$ cat src/sv/sha_pkg.sv
// ----------------------------------------------------------------------------
// SHA-256 package
// Round constants, initial hash values, the rotate helper function and the
// command/status types shared by the controller and the datapath.
// ----------------------------------------------------------------------------
package sha_pkg;

    localparam logic [31:0] H_INIT [8] = '{
        32'h6a09e667, 32'hbb67ae85, 32'h3c6ef372, 32'ha54ff53a,
        32'h510e527f, 32'h9b05688c, 32'h1f83d9ab, 32'h5be0cd19
    };

    localparam logic [31:0] ROUND_K [64] = '{
        32'h428a2f98, 32'h71374491, 32'hb5c0fbcf, 32'he9b5dba5,
        32'h3956c25b, 32'h59f111f1, 32'h923f82a4, 32'hab1c5ed5,
        32'hd807aa98, 32'h12835b01, 32'h243185be, 32'h550c7dc3,
        32'h72be5d74, 32'h80deb1fe, 32'h9bdc06a7, 32'hc19bf174,
        32'he49b69c1, 32'hefbe4786, 32'h0fc19dc6, 32'h240ca1cc,
        32'h2de92c6f, 32'h4a7484aa, 32'h5cb0a9dc, 32'h76f988da,
        32'h983e5152, 32'ha831c66d, 32'hb00327c8, 32'hbf597fc7,
        32'hc6e00bf3, 32'hd5a79147, 32'h06ca6351, 32'h14292967,
        32'h27b70a85, 32'h2e1b2138, 32'h4d2c6dfc, 32'h53380d13,
        32'h650a7354, 32'h766a0abb, 32'h81c2c92e, 32'h92722c85,
        32'ha2bfe8a1, 32'ha81a664b, 32'hc24b8b70, 32'hc76c51a3,
        32'hd192e819, 32'hd6990624, 32'hf40e3585, 32'h106aa070,
        32'h19a4c116, 32'h1e376c08, 32'h2748774c, 32'h34b0bcb5,
        32'h391c0cb3, 32'h4ed8aa4a, 32'h5b9cca4f, 32'h682e6ff3,
        32'h748f82ee, 32'h78a5636f, 32'h84c87814, 32'h8cc70208,
        32'h90befffa, 32'ha4506ceb, 32'hbef9a3f7, 32'hc67178f2
    };

    localparam logic [7:0] PAD_BYTE = 8'h80;
    localparam int unsigned LEN_BYTES = 9;

    // datapath commands
    typedef struct packed {
        logic       wr_byte;    // store input byte at fill position
        logic       wr_pad;     // store pad/zero/length byte at r_pos
        logic       pos_clr;    // reset pad position to fill count
        logic       pos_zero;   // reset pad position to zero
        logic       pos_inc;
        logic       rnd_start;  // load working vars, clear round count
        logic       rnd_step;   // one compression round
        logic       rnd_fold;   // add working vars into hash
        logic       out_shift;  // rotate hash words for output
        logic       msg_clr;    // back to initial state
    } t_dp_cmd;

    typedef struct packed {
        logic       fill_full;  // 63 bytes held before the write
        logic       over_55;    // fill count above 55
        logic       pos_last;   // pad position is 63
        logic       rnd_done;   // round 63 in progress
    } t_dp_sts;

    function automatic logic [31:0] rotr(input logic [31:0] x, input int unsigned n);
        rotr = (x >> n) | (x << (32 - n));
    endfunction

endpackage

$ cat src/sv/sha256_stream_hasher.sv
// ----------------------------------------------------------------------------
// SHA-256 stream hasher
// Hashes a byte stream per FIPS 180-4 and returns the eight digest words.
//
// channel | dir | tdata                  | tuser       | tlast
// s_axis  | in  | [7:0] data_byte        | byte_valid  | last
// m_axis  | out | [31:0] digest_word     | word_index  | last_word
//
// The 64th byte of a block starts the rounds of the single compression round
// unit, followed by a fold into the hash words.
// Closing a message pads the block at one byte per cycle, then one or two
// compressions, then eight output words.
// Input is not accepted while padding, compressing or emitting the digest.
// Reset is synchronous, active low; the block store needs no clearing.
// ----------------------------------------------------------------------------
module sha256_stream_hasher (
    input  logic        i_clk,
    input  logic        i_rst_n,
    input  logic        s_axis_tvalid,
    output logic        s_axis_tready,
    input  logic [7:0]  s_axis_tdata,   // [7:0] data_byte
    input  logic        s_axis_tuser,   // [0] byte_valid
    input  logic        s_axis_tlast,
    output logic        m_axis_tvalid,
    input  logic        m_axis_tready,
    output logic [31:0] m_axis_tdata,   // [31:0] digest_word
    output logic [2:0]  m_axis_tuser,   // [2:0] word_index
    output logic        m_axis_tlast
);

    sha_pkg::t_dp_cmd w_cmd;
    sha_pkg::t_dp_sts w_sts;
    logic [2:0]       w_idx;

    sha_ctrl u_ctrl (
        .i_clk        (i_clk),
        .i_rst_n      (i_rst_n),
        .i_in_valid   (s_axis_tvalid),
        .i_byte_valid (s_axis_tuser),
        .i_last       (s_axis_tlast),
        .i_out_ready  (m_axis_tready),
        .i_sts        (w_sts),
        .o_in_ready   (s_axis_tready),
        .o_out_valid  (m_axis_tvalid),
        .o_word_index (w_idx),
        .o_cmd        (w_cmd)
    );

    sha_dpath u_dpath (
        .i_clk         (i_clk),
        .i_rst_n       (i_rst_n),
        .i_data_byte   (s_axis_tdata),
        .i_cmd         (w_cmd),
        .o_sts         (w_sts),
        .o_digest_word (m_axis_tdata)
    );

    assign m_axis_tuser = w_idx;
    assign m_axis_tlast = (w_idx == 3'd7);

endmodule

$ cat src/sv/sha_ctrl.sv
// ----------------------------------------------------------------------------
// SHA-256 controller
// Sequences byte loading, padding, compression rounds and digest output.
// ----------------------------------------------------------------------------
module sha_ctrl (
    input  logic             i_clk,
    input  logic             i_rst_n,
    input  logic             i_in_valid,
    input  logic             i_byte_valid,
    input  logic             i_last,
    input  logic             i_out_ready,
    input  sha_pkg::t_dp_sts i_sts,
    output logic             o_in_ready,
    output logic             o_out_valid,
    output logic [2:0]       o_word_index,
    output sha_pkg::t_dp_cmd o_cmd
);

    typedef enum logic [5:0] {
        S_IDLE  = 6'b000001,
        S_PAD   = 6'b000010,
        S_PAD2  = 6'b000100,
        S_RND   = 6'b001000,
        S_FOLD  = 6'b010000,
        S_OUT   = 6'b100000
    } t_state;

    t_state     r_state, n_state;
    logic       r_closing, n_closing;   // message closing after this block
    logic       r_second, n_second;     // a length block still follows
    logic [2:0] r_idx, n_idx;

    assign o_in_ready   = (r_state == S_IDLE);
    assign o_out_valid  = (r_state == S_OUT);
    assign o_word_index = r_idx;

    always_comb begin
        n_state   = r_state;
        n_closing = r_closing;
        n_second  = r_second;
        n_idx     = r_idx;
        o_cmd     = '0;
        case (r_state)
            S_IDLE: begin
                if (i_in_valid) begin
                    o_cmd.wr_byte = i_byte_valid;
                    n_closing     = i_last;
                    if (i_byte_valid && i_sts.fill_full) begin
                        o_cmd.rnd_start = 1'b1;
                        o_cmd.pos_zero  = 1'b1;
                        n_second        = 1'b0;
                        n_state         = S_RND;
                    end else if (i_last) begin
                        o_cmd.pos_clr = 1'b1;
                        n_state       = S_PAD;
                    end
                end
            end
            S_PAD: begin
                o_cmd.wr_pad  = 1'b1;
                o_cmd.pos_inc = 1'b1;
                if (i_sts.pos_last) begin
                    o_cmd.rnd_start = 1'b1;
                    n_second        = i_sts.over_55;
                    n_state         = S_RND;
                end
            end
            S_PAD2: begin
                o_cmd.wr_pad  = 1'b1;
                o_cmd.pos_inc = 1'b1;
                if (i_sts.pos_last) begin
                    o_cmd.rnd_start = 1'b1;
                    n_second        = 1'b0;
                    n_state         = S_RND;
                end
            end
            S_RND: begin
                o_cmd.rnd_step = 1'b1;
                if (i_sts.rnd_done) begin
                    n_state = S_FOLD;
                end
            end
            S_FOLD: begin
                o_cmd.rnd_fold = 1'b1;
                if (r_second) begin
                    o_cmd.pos_zero = 1'b1;
                    n_state        = S_PAD2;
                end else if (r_closing) begin
                    o_cmd.pos_clr = 1'b1;
                    n_state       = S_PAD;
                    n_closing     = 1'b0;
                    n_idx         = 3'd0;
                    // pad only if closing was deferred by a full block
                end else begin
                    n_state = S_IDLE;
                end
            end
            S_OUT: begin
                if (i_out_ready) begin
                    o_cmd.out_shift = 1'b1;
                    n_idx           = r_idx + 3'd1;
                    if (r_idx == 3'd7) begin
                        o_cmd.msg_clr = 1'b1;
                        n_state       = S_IDLE;
                    end
                end
            end
            default: n_state = S_IDLE;
        endcase
    end

    // track whether the current compression is the final one
    logic r_final, n_final;
    always_comb begin
        n_final = r_final;
        if (r_state == S_IDLE) begin
            n_final = 1'b0;
        end
        if ((r_state == S_PAD || r_state == S_PAD2) && i_sts.pos_last) begin
            n_final = !(r_state == S_PAD && i_sts.over_55);
        end
    end

    t_state n_state_f;
    always_comb begin
        n_state_f = n_state;
        if (r_state == S_FOLD && r_final) begin
            n_state_f = S_OUT;
        end
    end

    always_ff @(posedge i_clk) begin
        if (!i_rst_n) begin
            r_state   <= S_IDLE;
            r_closing <= 1'b0;
            r_second  <= 1'b0;
            r_final   <= 1'b0;
            r_idx     <= 3'd0;
        end else begin
            r_state   <= n_state_f;
            r_closing <= (r_state == S_FOLD && r_final) ? 1'b0 : n_closing;
            r_second  <= n_second;
            r_final   <= n_final;
            r_idx     <= (r_state == S_FOLD) ? 3'd0 : n_idx;
        end
    end

`ifndef SYNTHESIS
    a_out_only_final: assert property (@(posedge i_clk) disable iff (!i_rst_n)
        (r_state == S_FOLD && !r_final) |=> (r_state != S_OUT))
        else $error("digest output without final block");
    a_idx_wrap: assert property (@(posedge i_clk) disable iff (!i_rst_n)
        (r_state == S_OUT && i_out_ready && r_idx == 3'd7) |=> (r_state == S_IDLE))
        else $error("output did not end after word 7");
    a_rnd_to_fold: assert property (@(posedge i_clk) disable iff (!i_rst_n)
        (r_state == S_RND && i_sts.rnd_done) |=> (r_state == S_FOLD))
        else $error("rounds did not end in fold");
`endif

endmodule

$ cat src/sv/sha_dpath.sv
// ----------------------------------------------------------------------------
// SHA-256 datapath
// Block bytes shift into the message schedule window, one-round-per-cycle
// compression, hash words, byte count and padding byte generation.
// ----------------------------------------------------------------------------
module sha_dpath (
    input  logic             i_clk,
    input  logic             i_rst_n,
    input  logic [7:0]       i_data_byte,
    input  sha_pkg::t_dp_cmd i_cmd,
    output sha_pkg::t_dp_sts o_sts,
    output logic [31:0]      o_digest_word
);

    logic [5:0]  r_fill;
    logic [5:0]  r_pos;
    logic [60:0] r_total;
    logic [31:0] r_h [8];
    logic [31:0] r_v [8];
    logic [31:0] r_w [16];
    logic [5:0]  r_rnd;
    logic [63:0] w_bits;
    logic [7:0]  w_pad;
    logic [7:0]  w_in_byte;
    logic [31:0] w_wt, w_wnew, w_s0, w_s1, w_t1, w_t2;

    assign w_bits = {r_total, 3'b000};
    assign o_sts.fill_full = (r_fill == 6'd63);
    assign o_sts.over_55   = (r_fill > 6'(64 - sha_pkg::LEN_BYTES));
    assign o_sts.pos_last  = (r_pos == 6'd63);
    assign o_sts.rnd_done  = (r_rnd == 6'd63);
    assign o_digest_word   = r_h[0];

    // pad byte at r_pos: 0x80 at fill position (first pass only), length at
    // the tail unless the block overflows, zeros elsewhere
    logic r_pad_first;
    always_comb begin
        w_pad = 8'h00;
        if (r_pad_first && r_pos == r_fill) begin
            w_pad = sha_pkg::PAD_BYTE;
        end else if (r_pos >= 6'd56 && !(r_pad_first && o_sts.over_55)) begin
            w_pad = w_bits[8 * (7 - r_pos[2:0]) +: 8];
        end
    end

    // round-sequential schedule: window slides by one each round
    assign w_wt   = r_w[0];
    assign w_s0   = sha_pkg::rotr(r_w[1], 7) ^ sha_pkg::rotr(r_w[1], 18) ^ (r_w[1] >> 3);
    assign w_s1   = sha_pkg::rotr(r_w[14], 17) ^ sha_pkg::rotr(r_w[14], 19)
                    ^ (r_w[14] >> 10);
    assign w_wnew = r_w[0] + w_s0 + r_w[9] + w_s1;
    assign w_t1   = r_v[7] + (sha_pkg::rotr(r_v[4], 6) ^ sha_pkg::rotr(r_v[4], 11)
                    ^ sha_pkg::rotr(r_v[4], 25))
                    + ((r_v[4] & r_v[5]) ^ (~r_v[4] & r_v[6])) + sha_pkg::ROUND_K[r_rnd] + w_wt;
    assign w_t2   = (sha_pkg::rotr(r_v[0], 2) ^ sha_pkg::rotr(r_v[0], 13)
                    ^ sha_pkg::rotr(r_v[0], 22))
                    + ((r_v[0] & r_v[1]) ^ (r_v[0] & r_v[2]) ^ (r_v[1] & r_v[2]));

    // each block gets exactly 64 byte writes in order, shifted in at the tail
    assign w_in_byte = i_cmd.wr_byte ? i_data_byte : w_pad;

    always_ff @(posedge i_clk) begin
        if (i_cmd.wr_byte || i_cmd.wr_pad) begin
            for (int t = 0; t < 15; t++) begin
                r_w[t] <= {r_w[t][23:0], r_w[t + 1][31:24]};
            end
            r_w[15] <= {r_w[15][23:0], w_in_byte};
        end else if (i_cmd.rnd_step) begin
            for (int t = 0; t < 15; t++) begin
                r_w[t] <= r_w[t + 1];
            end
            r_w[15] <= w_wnew;
        end
    end

    always_ff @(posedge i_clk) begin
        if (i_cmd.rnd_start) begin
            for (int t = 0; t < 8; t++) begin
                r_v[t] <= r_h[t];
            end
        end else if (i_cmd.rnd_step) begin
            r_v[0] <= w_t1 + w_t2;
            r_v[1] <= r_v[0];
            r_v[2] <= r_v[1];
            r_v[3] <= r_v[2];
            r_v[4] <= r_v[3] + w_t1;
            r_v[5] <= r_v[4];
            r_v[6] <= r_v[5];
            r_v[7] <= r_v[6];
        end
    end

    always_ff @(posedge i_clk) begin
        if (!i_rst_n) begin
            r_fill      <= 6'd0;
            r_pos       <= 6'd0;
            r_total     <= '0;
            r_rnd       <= 6'd0;
            r_pad_first <= 1'b1;
            for (int t = 0; t < 8; t++) begin
                r_h[t] <= sha_pkg::H_INIT[t];
            end
        end else begin
            if (i_cmd.wr_byte) begin
                r_fill  <= r_fill + 6'd1;
                r_total <= r_total + 61'd1;
            end
            if (i_cmd.pos_clr) begin
                r_pos       <= r_fill + {5'd0, i_cmd.wr_byte};
                r_pad_first <= 1'b1;
            end else if (i_cmd.pos_zero) begin
                r_pos       <= 6'd0;
                r_pad_first <= !i_cmd.rnd_start ? 1'b0 : 1'b1;
            end else if (i_cmd.pos_inc) begin
                r_pos <= r_pos + 6'd1;
            end
            if (i_cmd.rnd_start) begin
                r_rnd <= 6'd0;
            end else if (i_cmd.rnd_step) begin
                r_rnd <= r_rnd + 6'd1;
            end
            if (i_cmd.rnd_fold) begin
                for (int t = 0; t < 8; t++) begin
                    r_h[t] <= r_h[t] + r_v[t];
                end
            end else if (i_cmd.out_shift) begin
                for (int t = 0; t < 7; t++) begin
                    r_h[t] <= r_h[t + 1];
                end
                r_h[7] <= r_h[0];
            end
            if (i_cmd.msg_clr) begin
                r_fill      <= 6'd0;
                r_total     <= '0;
                r_pad_first <= 1'b1;
                for (int t = 0; t < 8; t++) begin
                    r_h[t] <= sha_pkg::H_INIT[t];
                end
            end
        end
    end

`ifndef SYNTHESIS
    a_no_dual_write: assert property (@(posedge i_clk) disable iff (!i_rst_n)
        !(i_cmd.wr_byte && i_cmd.wr_pad))
        else $error("byte and pad write together");
    a_rnd_count: assert property (@(posedge i_clk) disable iff (!i_rst_n)
        (i_cmd.rnd_step && !i_cmd.rnd_start) |=> (r_rnd == $past(r_rnd) + 6'd1))
        else $error("round counter slip");
    a_fill_wrap: assert property (@(posedge i_clk) disable iff (!i_rst_n)
        (i_cmd.wr_byte && r_fill == 6'd63) |=> (r_fill == 6'd0))
        else $error("fill count did not wrap on full block");
`endif

endmodule
$ cat config.mk
export PLATFORM = sky130hd
export DESIGN_NAME = sha256_stream_hasher
export DESIGN_NICKNAME = d
export VERILOG_FILES = /design/src/sv/sha_pkg.sv /design/src/sv/sha256_stream_hasher.sv /design/src/sv/sha_ctrl.sv /design/src/sv/sha_dpath.sv
export SDC_FILE = /design/constraint.sdc
export NUM_CORES = 2
export LEC_CHECK = 0
export BUFFER_PORTS_ARGS = -buffer_cell sky130_fd_sc_hd__buf_2
export CAP_MARGIN = 10
export CELL_PAD_IN_SITES_DETAIL_PLACEMENT = 0
export CELL_PAD_IN_SITES_GLOBAL_PLACEMENT = 1
export CORE_ASPECT_RATIO = 0.6
export CORE_MARGIN = 2
export CORE_UTILIZATION = 45
export CTS_CLUSTER_DIAMETER = 200
export DETAILED_ROUTE_END_ITERATION = 8
export MAX_ROUTING_LAYER = met4
export PLACE_DENSITY = 0.75
export SLEW_MARGIN = 20
export SYNTH_ARGS = -nofsm -noshare
export SYNTH_HDL_FRONTEND = slang
export SYNTH_HIERARCHICAL = 1
export SYNTH_SLANG_ARGS = --single-unit
export TNS_END_PERCENT = 10
$ cat constraint.sdc
create_clock -name i_clk -period 15.4 [get_ports i_clk]
set_clock_uncertainty 0.2 [all_clocks]
set_input_delay 0.77 -clock i_clk [delete_from_list [all_inputs] [get_ports i_clk]]
set_output_delay 0.77 -clock i_clk [all_outputs]
set_load 0.02 [all_outputs]
Yosys cells after proc, flatten, opt, wreduce, memory -nomap -nowiden
Memory sizes are Yosys's and may differ from the RTL's.
Cells that the tools add are included.
- flip-flop bits (word level): 92
- memory bits (writable): 1024
- memory bits (read-only): 2048
- output and inout bits: 38
- logic and storage cells: 290
- memories kept: 4
- memory list (memory ; depth ; width ; rd ports ; clocked after Yosys merged registers in ; wr ports ; line ; source):
    (name not given) ; 64 ; 32 ; 1 ; 0 ; 0 ; sha_dpath.sv:54 ; + ((r_v[4] & r_v[5]) ^ (~r_v[4] & r_v[6])) + sha_pkg::ROUND_K[r_rnd] + w_wt;
    u_dpath.r_w ; 16 ; 32 ; 16 ; 0 ; 16 ; sha_dpath.sv:20 ; logic [31:0] r_w [16];
    u_dpath.r_h ; 8 ; 32 ; 8 ; 0 ; 8 ; sha_dpath.sv:18 ; logic [31:0] r_h [8];
    u_dpath.r_v ; 8 ; 32 ; 8 ; 0 ; 8 ; sha_dpath.sv:19 ; logic [31:0] r_v [8];
- add/sub/neg operators: 25
- $lt $le $gt $ge: 3
- eq/ne operators: 27
- shifts and indexed selects: 1
- mux-type cells: 116
- bitwise gates (word level): 77
- reductions and logical operators: 26
- operators by type and width (kind ; number):
    32-bit 2-to-1 mux ; 50
    32-bit adder ; 18
    32-bit bitwise XOR ; 9
    32-bit bitwise AND ; 5
    6-bit 2-to-1 mux ; 11
    64-bit by 33-bit variable part select with 8-bit output ; 1
    61-bit by 1-bit adder with 61-bit output (second input constant) ; 1
    1-bit OR ; 48
    1-bit 2-to-1 mux ; 42
    32-bit NOT ; 1
    10-bit by 32-bit OR with 32-bit output ; 1
    13-bit by 32-bit OR with 32-bit output ; 1
    14-bit by 32-bit OR with 32-bit output ; 1
    15-bit by 32-bit OR with 32-bit output ; 1
    19-bit by 32-bit OR with 32-bit output ; 1
    21-bit by 32-bit OR with 32-bit output ; 1
    25-bit by 32-bit OR with 32-bit output ; 1
    26-bit by 32-bit OR with 32-bit output ; 1
    30-bit by 32-bit OR with 32-bit output ; 1
    7-bit by 32-bit OR with 32-bit output ; 1
    32-bit by 22-bit bitwise XOR with 32-bit output ; 1
    32-bit by 29-bit bitwise XOR with 32-bit output ; 1
    6-bit one-hot mux with 5 select lines ; 1
    6-bit equality test (second input constant) ; 4
    other kinds (38) ; 72

Longest topological paths before layout
- depth in word-level cells: 10
- depth in mapped cells: 41

Cells and area by module
Netlist, hierarchy kept.
- modules (own cells, without submodules) (module ; instances ; cells an instance ; area an instance (µm²)):
    sha_dpath ; 1 ; 7651 ; 74988.2
    sha_ctrl ; 1 ; 84 ; 782.0
    sha256_stream_hasher ; 1 ; 1 ; 6.3

Least setup slack after synthesis
No wires, ideal clock.
- kind: reg2reg
- start point: register u_ctrl.r_state[2]
- end point: memory u_dpath.r_w[0][0] (enable)
- data arrival time: 12.820 ns
- path slack: 1.471 ns
- stages on the path, launching flop included: 6
- buffers on the path: 1
- period minus slack after synthesis: 13.929 ns
- path through: dfxtp_1 -> or4_1 -> nor2_1 -> and3_1 -> clkbuf_1 -> or3_1
- RTL lines (item ; line ; source):
    from (decl) ; sha_ctrl.sv:28 ; t_state r_state, n_state;
    from (signal assigned) ; sha_ctrl.sv:140 ; r_state <= n_state_f;
    to (decl) ; sha_dpath.sv:20 ;

==> flow_summary.json <==
{
  "avgViaCountPerCell": 6.14,
  "hold_viol": 0,
  "postCtsHoldBufs": 0,
  "drc": 0,
  "ys_ff_latch": 1116,
  "ir_drop_uv": 96.9,
  "grt_pass1_wl_um": 393000,
  "cp.required_ps": 15680,
  "grt_max_degree": 195,
  "numCtsBuffers": 112,
  "gr-total-overflow": 0,
  "wire_per_inst_um": 27.7,
  "busiest_layer": "met1",
  "antenna_found_initial": 18,
  "power_leakage_nw": 31.0,
  "finalCritPeriodShare": 0.753,
  "fp.dieW_um": 534,
  "max_stage_delay_ps": 1000,
  "core_area_mm2": 0.167,
  "worst_pin_slew_ps": 1200,
  "ys_types": 114,
  "wirelength_um": 274000,
  "nets": 8148,
  "grtUsageMet1": 0.528,
  "period_needed_ps": 11600,
  "cp-start-kind": "flop",
  "run_status": "finished, final reports clean",
  "drt_iter0_drc": 8869,
  "ctsResizeCount": 0,
  "clock-sinks": 1116,
  "crit_fanout": 29,
  "htree_levels": 3,
  "synth-edff-count": 896,
  "port_buffers": 51,
  "clockBufferDepth": 3,
  "grt_pass1_vias": 55100,
  "drive_above_1_share": 0.108,
  "cp-endpoint": "u_dpath/r_v[0][28]",
  "syn_avg_cell_area_um2": 9.80,
  "syn_nets": 8342,
  "met3_usage": 0.118,
  "cts_setup_buffers": 0,
  "start_util": 0.454,
  "hold_path_class": "input pin to flop",
  "syn_to_final_growth_pct": 7.88,
  "ant_nets": 0,
  "num_vias": 60700,
  "die_h_um": 322,
  "clock_latency_ps": 770,
  "slowest_stage": "ha_1",
  "crit_path_end_kind": "flop",
  "syn_inst": 7736,
  "p_per_area_mw_per_mm2": 107,
  "cp.arrival_ps": 11880,
  "tritoncts": "done",
  "yosysWarningCount": 6,
  "timing.fmax_mhz": 86.2,
  "layout_commonest_cell": "nand2_1",
  "synth_seq_area_share": 0.413,
  "hold_ws_ps": 106,
  "setup.worst_path.start": "u_dpath/r_rnd[0]",
  "globalplace.congestion": 1.04,
  "grt_use_total": 0.322,
  "setup_violations": 0,
  "synthFlopType": "edfxtp_1",
  "clk_pin_slew_ps": 60,
  "globalRouteMet2Util": 0.355,
  "drt_pass1_iterations": 6,
  "root_buffer": "clkbuf_16",
  "boundaryPins": 52,
  "slew_violations": 0,
  "syn-cell-area_mm2": 0.0758,
  "rr_startpoint": "u_dpath/r_rnd[0]",
  "final_cell_mix": "nand2_1, edfxtp_1, a21oi_1",
  "rsz0062_at_grt": "false",
  "async_reset_ff_frac": 0,
  "dp_hpwl_um": 206000,
  "crit_family": "compound AO/OA/AOI/OAI gates",
  "path_depth": 36,
  "die_area_mm2": 0.172,
  "r2r_end": "u_dpath/r_v[0][28]",
  "rows": 116,
  "cp.buffers_inverters": 6,
  "relSlewSlack": 0.202,
  "reg2reg_slack_ps": 3800,
  "worstSetupPathType": "flop to flop",
  "drv_cap": 0,
  "final.setup.tns_ps": 0,
  "reg2reg_depth": 36
}
[flip-flops by register name (all words and copies together), names as in the netlist]
signal and cells:
u_ctrl/r_second 1, u_dpath/r_v 256, u_ctrl/o_word_index 3, u_dpath/r_rnd 6, u_ctrl/r_final 1, u_dpath/r_pad_first 1, u_dpath/r_pos 6, u_dpath/r_w 512
u_dpath/r_fill 6, u_ctrl/r_closing 1, u_dpath/r_h 256, u_ctrl/r_state 6, u_dpath/r_total 61
[layout make-up]
type	count	area [um2]
Clock buffer	153	3120
Sequential cell	1116	31300
Antenna cell	4	10.0
Tap cell	2242	2810
Multi-Input combinational cell	5808	41500
Clock inverter	55	604
Timing Repair Buffer	158	1120
Fill cell	15500	85300
Inverter	346	1300
[worst min path at each step]
stage	cells after the start	slack, ps	endpoint	from
CTS	3	60	u_ctrl/o_word_index[1]	m_axis_tready
detailed placement	2	290	u_ctrl/o_word_index[1]	u_ctrl/o_word_index[1]
global placement	2	270	u_dpath/r_h[1][64]	u_dpath/r_h[1][64]
global route	3	110	u_ctrl/o_word_index[1]	m_axis_tready
floorplan	2	250	u_dpath/r_h[1][96]	u_dpath/r_h[1][96]
finish	3	110	u_ctrl/o_word_index[1]	m_axis_tready
[metal layers]
| metal | share of wire | vias up | wire length [um] |
|---|---|---|---|
| met5 | 0 | - | 0 |
| met4 | 0.014 | 0 | 3920 |
| met3 | 0.15 | 237 | 40600 |
| met2 | 0.34 | 3251 | 92000 |
| met1 | 0.50 | 30000 | 137000 |
| li1 | - | 27100 | - |
[cells in the mapped netlist (20+ instances only)]
master    number  area share
a211oi_1      60      0.0059
a21o_1       173       0.017
a21oi_1      471       0.031
a221oi_1      28      0.0032
a22oi_1       20      0.0020
a31oi_1       45      0.0037
and2_1        23      0.0019
and3_1        47      0.0039
buf_1         48      0.0024
buf_4         33      0.0033
clkbuf_1     384       0.019
dfxtp_1      220       0.058
edfxtp_1     896        0.36
fa_1         195       0.052
ha_1         397       0.066
inv_1        342       0.017
mux2_2       388       0.058
mux2i_1       61      0.0081
nand2_1     1387       0.069
nand2b_1      65      0.0054
nand3_1      105      0.0069
nand4_1       49      0.0040
nor2_1       370       0.018
nor2b_1       63      0.0052
nor3_1        80      0.0053
o211ai_1      69      0.0068
o21a_1        73      0.0072
o21ai_0      456       0.030
o21ai_1       52      0.0034
o21bai_1      44      0.0044
o221ai_1      46      0.0053
o22ai_1       45      0.0037
or3_1         51      0.0042
xnor2_1      397       0.046
xor2_1       241       0.028
[worst min-delay path, delay by kind of cell]
family | cells | cell delay, ps
AOI/OAI and AO/OA | 1 | 50
buffers and inverters | 1 | 120
and+or+nand+nor | 1 | 80
[power by group]
group	total (mW)	internal [mW]	switching (mW)
clock network	2.88	1.58	1.30
registers	3.70	3.50	0.197
logic	2.20	0.861	1.34
[per-stage QoR]
step / worst slack (ps) / std cells / util / cell area, um2 / total power, mW
floorplan: 1470 / 7736 / - / 75800 / 5.24
global placement: 4490 / 9670 / 0.467 / 78000 / 5.86
detailed placement: 4380 / 9670 / 0.467 / 78000 / 5.88
CTS: 4360 / 9878 / 0.489 / 81700 / 8.78
global route: 3480 / 9880 / 0.489 / 81700 / 9.16
finish: 3800 / 9882 / 0.489 / 81700 / 8.79
[kinds of logic (layout without fill, tap and decap cells)]
kind of cell | count (synthesis) | in the layout | share of synthesized area
simple gates | 2321 | 2321 | 0.133
fa+ha+maj | 596 | 596 | 0.118
xor+xnor | 639 | 639 | 0.0740
compound gates | 1786 | 1786 | 0.149
buf+inv | 812 | 712 | 0.0419
other cells | 0 | 4 | 0
mux | 466 | 466 | 0.0708
flops | 1116 | 1116 | 0.413
(Power assumes the default switching activity.)
